==> config.mk <==
export PLATFORM = sky130hd
export DESIGN_NAME = lpcp_div
export DESIGN_NICKNAME = d
export VERILOG_FILES = /design/src/rtl/core/lpcp_pkg.sv /design/src/rtl/core/lpcp_div.sv
export SDC_FILE = /design/constraint.sdc
export NUM_CORES = 2
export LEC_CHECK = 0
export BUFFER_PORTS_ARGS = -buffer_cell sky130_fd_sc_hd__buf_4
export CAP_MARGIN = 20
export CORE_MARGIN = 3
export CORE_UTILIZATION = 40
export CTS_BUF_LIST = sky130_fd_sc_hd__clkbuf_16
export DETAILED_ROUTE_END_ITERATION = 6
export SLEW_MARGIN = 20
export SYNTH_ARGS = -nofsm -noshare
export SYNTH_HDL_FRONTEND = slang
export SYNTH_SLANG_ARGS = --single-unit
==> constraint.sdc <==
create_clock -name clk_i -period 53.8 [get_ports clk_i]
set_input_delay 10.76 -clock clk_i [delete_from_list [all_inputs] [get_ports clk_i]]
set_output_delay 10.76 -clock clk_i [all_outputs]
set_load 0.02 [all_outputs]
==> src/rtl/core/lpcp_pkg.sv <==
// -----------------------------------------------------------------------------
// lpcp_pkg: shared types and constants for lidar point projection
// Holds field widths, register codes, the divider flag struct and the
// rainbow color table that is built at elaboration.
// -----------------------------------------------------------------------------
package lpcp_pkg;

  localparam int unsigned COEFF_W    = 18;
  localparam int unsigned TRANS_W    = 21;
  localparam int unsigned INTR_W     = 21;
  localparam int unsigned POINT_W    = 19;
  localparam int unsigned CAM_FRAC   = 8;
  localparam int unsigned RANGE_W    = 18;
  localparam int unsigned REG_ADDR_W = 6;
  localparam int unsigned CFG_DATA_W = 64;
  localparam int unsigned INTENS_W   = 8;

  localparam logic [RANGE_W-1:0] RANGE_RESET = RANGE_W'(15000);

  // Rainbow ramp constants.
  localparam int unsigned HUE_SPAN     = 179;
  localparam int unsigned HUE_SEGMENTS = 5;
  localparam int unsigned CHAN_MAX     = 255;

  // Configuration register codes, in address order.
  typedef enum logic [2:0] {
    REG_ROT_X,
    REG_ROT_Y,
    REG_ROT_Z,
    REG_TRANS,
    REG_FOCAL,
    REG_PRINCIPAL,
    REG_MAX_RANGE,
    REG_IMAGE_SIZE
  } reg_idx_e;

  typedef struct packed {
    logic [7:0] red;
    logic [7:0] green;
    logic [7:0] blue;
  } rgb_t;

  typedef rgb_t [255:0] rgb_lut_t;

  // Quotient overflow flags travelling through the divider.
  typedef struct packed {
    logic ovf_col;
    logic ovf_row;
  } div_flags_t;

  // Builds the five-segment hue ramp over intensity.
  function automatic rgb_lut_t build_rainbow();
    rgb_lut_t    lut;
    int unsigned k;
    int unsigned t;
    int unsigned seg;
    int unsigned rem;
    int unsigned a;
    int unsigned n;
    logic [7:0]  nv;
    for (int i = 0; i < 256; i++) begin
      k = (i == 0) ? 0 : i - 1;
      if (k > HUE_SPAN) k = HUE_SPAN;
      t   = HUE_SEGMENTS * k;
      seg = 1 + t / HUE_SPAN;
      rem = t % HUE_SPAN;
      a   = seg[0] ? rem : HUE_SPAN - rem;
      n   = CHAN_MAX * (HUE_SPAN - a) / HUE_SPAN;
      nv  = n[7:0];
      case (seg)
        1: lut[i] = '{red: nv, green: 8'd0, blue: 8'(CHAN_MAX)};
        2: lut[i] = '{red: 8'd0, green: nv, blue: 8'(CHAN_MAX)};
        3: lut[i] = '{red: 8'd0, green: 8'(CHAN_MAX), blue: nv};
        4: lut[i] = '{red: nv, green: 8'(CHAN_MAX), blue: 8'd0};
        default: lut[i] = '{red: 8'(CHAN_MAX), green: nv, blue: 8'd0};
      endcase
    end
    return lut;
  endfunction

  localparam rgb_lut_t RAINBOW_LUT = build_rainbow();

endpackage

==> src/rtl/core/lpcp_div.sv <==
// -----------------------------------------------------------------------------
// lpcp_div: pipelined restoring divider for column and row
// Divides two unsigned magnitudes by one shared denominator, one quotient
// bit per stage, and flags quotients that do not fit in Q_W bits.
// -----------------------------------------------------------------------------
module lpcp_div #(
  parameter int unsigned MAG_W = 54,
  parameter int unsigned DEN_W = 38,
  parameter int unsigned Q_W   = 13,
  parameter int unsigned PAY_W = 26
) (
  input  logic                 clk_i,
  input  logic                 rst_ni,
  input  logic                 in_valid_i,
  output logic                 in_ready_o,
  input  logic [MAG_W-1:0]     num_col_i,
  input  logic [MAG_W-1:0]     num_row_i,
  input  logic [DEN_W-1:0]     den_i,
  input  logic [PAY_W-1:0]     pay_i,
  output logic                 out_valid_o,
  input  logic                 out_ready_i,
  output logic [Q_W-1:0]       q_col_o,
  output logic [Q_W-1:0]       q_row_o,
  output lpcp_pkg::div_flags_t flags_o,
  output logic [PAY_W-1:0]     pay_o
);
  import lpcp_pkg::*;

  localparam int unsigned CMP_W = (MAG_W > DEN_W + Q_W) ? MAG_W : DEN_W + Q_W;

  logic [Q_W-1:0]   v_q;
  logic [Q_W:0]     rdy;
  logic [CMP_W-1:0] rc_q  [Q_W-1];
  logic [CMP_W-1:0] rr_q  [Q_W-1];
  logic [DEN_W-1:0] den_q [Q_W-1];
  logic [Q_W-1:0]   qc_q  [Q_W];
  logic [Q_W-1:0]   qr_q  [Q_W];
  div_flags_t       fl_q  [Q_W];
  logic [PAY_W-1:0] pay_q [Q_W];

  assign rdy[Q_W] = out_ready_i;

  for (genvar j = 0; j < Q_W; j++) begin : g_stage
    logic [CMP_W-1:0] rc_in;
    logic [CMP_W-1:0] rr_in;
    logic [DEN_W-1:0] dn_in;
    logic [Q_W-1:0]   qc_in;
    logic [Q_W-1:0]   qr_in;
    div_flags_t       fl_in;
    logic [PAY_W-1:0] pay_in;
    logic             v_in;
    logic [CMP_W-1:0] dsh;
    logic             ge_c;
    logic             ge_r;

    // Stage inputs come from the ports or from the previous stage.
    if (j == 0) begin : g_first
      assign rc_in          = CMP_W'(num_col_i);
      assign rr_in          = CMP_W'(num_row_i);
      assign dn_in          = den_i;
      assign qc_in          = '0;
      assign qr_in          = '0;
      assign fl_in.ovf_col  = CMP_W'(num_col_i) >= (CMP_W'(den_i) << Q_W);
      assign fl_in.ovf_row  = CMP_W'(num_row_i) >= (CMP_W'(den_i) << Q_W);
      assign pay_in         = pay_i;
      assign v_in           = in_valid_i;
    end else begin : g_next
      assign rc_in  = rc_q[j-1];
      assign rr_in  = rr_q[j-1];
      assign dn_in  = den_q[j-1];
      assign qc_in  = qc_q[j-1];
      assign qr_in  = qr_q[j-1];
      assign fl_in  = fl_q[j-1];
      assign pay_in = pay_q[j-1];
      assign v_in   = v_q[j-1];
    end

    // A stage takes a new item when it is empty or its item moves on.
    assign rdy[j] = !v_q[j] || rdy[j+1];

    // Trial subtraction for this quotient bit.
    assign dsh  = CMP_W'(dn_in) << (Q_W - 1 - j);
    assign ge_c = rc_in >= dsh;
    assign ge_r = rr_in >= dsh;

    always_ff @(posedge clk_i or negedge rst_ni) begin
      if (!rst_ni) begin
        v_q[j] <= 1'b0;
      end else if (rdy[j]) begin
        v_q[j] <= v_in;
      end
    end

    always_ff @(posedge clk_i) begin
      if (rdy[j]) begin
        qc_q[j]  <= qc_in | (Q_W'(ge_c) << (Q_W - 1 - j));
        qr_q[j]  <= qr_in | (Q_W'(ge_r) << (Q_W - 1 - j));
        fl_q[j]  <= fl_in;
        pay_q[j] <= pay_in;
      end
    end

    // The last stage needs no remainder.
    if (j < Q_W - 1) begin : g_rem
      always_ff @(posedge clk_i) begin
        if (rdy[j]) begin
          rc_q[j]  <= ge_c ? rc_in - dsh : rc_in;
          rr_q[j]  <= ge_r ? rr_in - dsh : rr_in;
          den_q[j] <= dn_in;
        end
      end
    end
  end

  assign in_ready_o  = rdy[0];
  assign out_valid_o = v_q[Q_W-1];
  assign q_col_o     = qc_q[Q_W-1];
  assign q_row_o     = qr_q[Q_W-1];
  assign flags_o     = fl_q[Q_W-1];
  assign pay_o       = pay_q[Q_W-1];

endmodule

==> flow_metrics.tcl <==
set metrics [dict create \
    synthXorXnorAreaFrac 0.0640 \
    post_cts_buffers 0 \
    clkLatencyLatePin_ns 0.93 \
    synth-compound-area-share 0.173 \
    cp_top_family "simple AND/OR/NAND/NOR gates" \
    cts_buffers 269 \
    cts_tree "done" \
    crit_cells 11 \
    ys_types 109 \
    ctsHoldBuffers 0 \
    avgSynthCellArea_um2 10.5 \
    die_y_um 597 \
    fin_crit_ns 25.64 \
    cp_data_arrival_time_ns 14.88 \
    ys_seq_elements 2311 \
    required_ns 43.04 \
    slew_headroom 0.164 \
    fin_setup_tns_ns 0 \
    cellPowerDensity_mw_per_mm2 63.8 \
    synthMuxAreaShare 0.0117 \
    finClkSkew_ns 0.0569 \
    start_kind "input port" \
    drv_cap 0 \
    synth_edf_count 2298 \
    htreeDepth 5 \
    total_power_uw 9910 \
    fin_crit_sh 0.477 \
    dr.pass1.iters 6 \
    crit_path_max_incr_delay_ns 0.51 \
    multiInputGateArea_mm2 0.0660 \
    coreArea_mm2 0.347 \
    synth_warnings 0 \
    crit_fanout 32 \
    grt_usage 0.213 \
    end_kind "primary output" \
    cts.reportedPaths.clkPinSlew_ns 0.06 \
    fmaxAchievable_mhz 39.0 \
    netlist_instances 13262 \
    ioPinCount 232 \
    syn_nets 14526 \
    drt-total-wl_mm 388 \
    tightest_slew_ns 1.24 \
    drc 0 \
    rsz0062_at_grt "false" \
    grt_use_met1 0.244 \
    route.vias.total 99438 \
    initialDrtViolationCount 5409 \
    ir_drop_mv 0.0281 \
    die-area_mm2 0.357 \
    synth_simple_gate_area_frac 0.122 \
    overflow 0 \
    cts-resized-gates 0 \
    cp_slowest_cell "nor2_1" \
    row_count 216 \
    slew_violations 0 \
    hp-class "flop to flop" \
    ant_nets 0 \
    nFillCells 32654 \
    hold_viol_final 0 \
    antenna_found_initial 2 \
    run_status "finished, final reports clean" \
    synth_adder_area_share 0.0986 \
    port_buffers 231 \
    regArea_mm2 0.0693 \
    grt_pass1_wl_mm 587 \
    wire_per_inst_um 21.3 \
    holdPathStages 0 \
    async_reset_ff_frac 0.00563 \
    drive_gt1_frac 0.0719 \
    die_x_um 597 \
    setup_viol 0 \
    syn_to_final_growth_pct 11.1 \
    clock-sinks 2311 \
    vias_per_cell 5.46 \
    worst-setup-path-type "input port to primary output" \
    crit_chain "buf_4 > nor2b_1 > nand2_4 > nor2_1 > and2_1 > and3_1 > and2_1 > nand3_4 > nor2_1 > nand2_4 > buf_4" \
    fin_nets 14674 \
    worst-path-buf-inv 2 \
    yosysSeqAreaShare 0.496 \
    grtUsageMet2 0.383 \
    leakagePower_uw 0.0618 \
    grt_use_met3 0.0167 \
    gp_congestion 0.965 \
    syn_area_mm2 0.140 \
    clockRootBuffer "clkbuf_16" \
    grt_pass1_vias 99919 \
    clk_path_buf_depth 4 \
    initial_core_util 0.403 \
    grt_most_used_layer "met2" \
    synth_top_family_by_area "compound AO/OA/AOI/OAI gates" \
    r2r_cells 12 \
    dp_hpwl_mm 315 \
    grt_max_degree 114 \
    synth-main-ff-cell "edfxtp_1" \
]
==> synth_stat cells, types with 75 or more instances <==
| master | instances | area share |
|---|---|---|
| a211oi_1 | 89 | 0.0048 |
| a21o_1 | 597 | 0.032 |
| a21oi_1 | 1294 | 0.046 |
| a31oi_1 | 117 | 0.0052 |
| and3_1 | 99 | 0.0044 |
| clkbuf_1 | 355 | 0.0095 |
| edfxtp_1 | 2298 | 0.49 |
| ha_1 | 1064 | 0.095 |
| inv_1 | 789 | 0.021 |
| mux2_2 | 97 | 0.0078 |
| nand2_1 | 1103 | 0.030 |
| nand2b_1 | 127 | 0.0057 |
| nand3_1 | 255 | 0.0091 |
| nand4_1 | 231 | 0.010 |
| nor2_1 | 870 | 0.023 |
| nor2b_1 | 112 | 0.0050 |
| nor3_1 | 210 | 0.0075 |
| nor4_1 | 129 | 0.0058 |
| o21a_1 | 111 | 0.0060 |
| o21ai_0 | 899 | 0.032 |
| o21bai_1 | 161 | 0.0086 |
| or3_1 | 75 | 0.0034 |
| xnor2_1 | 569 | 0.036 |
| xor2_1 | 453 | 0.028 |
==> stage by stage <==
step                      setup slack [ns]  hold WS, ns  utilization  instances  area (µm²)
after floorplan                      18.60        0.400            -      13262      140000
after global placement               28.07        0.400        0.422      17717      147000
after detailed placement             28.03        0.405        0.422      17717      147000
after CTS                            28.01        0.384        0.448      18201      155000
after global routing                 27.77        0.403        0.448      18203      155000
final                                28.16        0.394        0.448      18203      155000
==> kinds of logic (layout without fill, tap and decap cells) <==
group                    after synthesis  count (layout)
AO/OA/AOI/OAI                       3909            3909
adder cells (fa/ha/maj)             1088            1088
AND/OR/NAND/NOR                     3530            3530
other                                  0               2
XOR/XNOR                            1022            1022
buffers and inverters               1255            1616
flip-flops                          2311            2311
multiplexers                         147             147
==> layer usage <==
metal / share of wire / up-vias
met5: 0 / -
met3: 0.029 / 803
met4: 0.072 / 0
met1: 0.40 / 46713
li1: - / 49771
met2: 0.50 / 2151
==> flip-flops by register name, indices dropped and copies added (netlist names) <==
register	count
out_valid_o	1
g_stage.v_in	12
fl_q	26
rr_q	648
qr_q	91
rc_q	648
qc_q	91
den_q	456
pay_q	338
==> cell usage in the layout, fill, tap and decap left out, types with 37 or more instances in the layout <==
cell type  instances
a31oi_1          117
and3_1            99
o21bai_1         161
clkinv_2          40
xnor2_1          569
nor3_1           207
inv_1            831
a21o_1           596
clkinv_1          45
o31ai_1           71
and2_1            53
nand4_1          231
nand3_1          253
buf_4            328
nand2b_1         127
o21ai_1           49
o21ai_0          899
clkbuf_16        269
or4_1             37
nor2b_1          112
a21oi_1         1291
ha_1            1064
o21a_1           111
edfxtp_1        2298
nor2_1           869
nor4_1           120
nand2_1         1099
or2_2             40
mux2_2            97
a211oi_1          89
a211o_1           41
or3_1             75
xor2_1           453
o211ai_1          67
==> area by class of cell <==
class,count,area share
sequential,2311,0.446
multi-input combinational,9696,0.425
clock buffer,269,0.0433
tap,4578,0.0369
inverter,801,0.0196
timing repair buffer,331,0.0162
clock inverter,215,0.0130
antenna,2,0.0000322
==> worst paths after layout <==
| path | startpoint | end | slack, ns |
|---|---|---|---|
| worst max-delay path | out_ready_i | in_ready_o | 28.16 |
| worst min-delay path | qr_q[0][49] | qr_q[0][62] | 0.39 |
| worst max register to register | out_valid_o | pay_q[0][0] | 47.84 |
| worst min register to register | qr_q[0][49] | qr_q[0][62] | 0.39 |
| max in group asynchronous | rst_ni | g_stage[1].v_in | 43.87 |
| min in group asynchronous | rst_ni | out_valid_o | 9.72 |
==> power breakdown <==
part | internal [µW] | switching [µW] | leakage (µW)
combinational | 1930 | 2870 | 0.0339
clock | 1030 | 755 | 0.00441
sequential | 2900 | 423 | 0.0235
total | 5870 | 4040 | 0.0618
No activity file was read; power rests on OpenSTA's default activity.
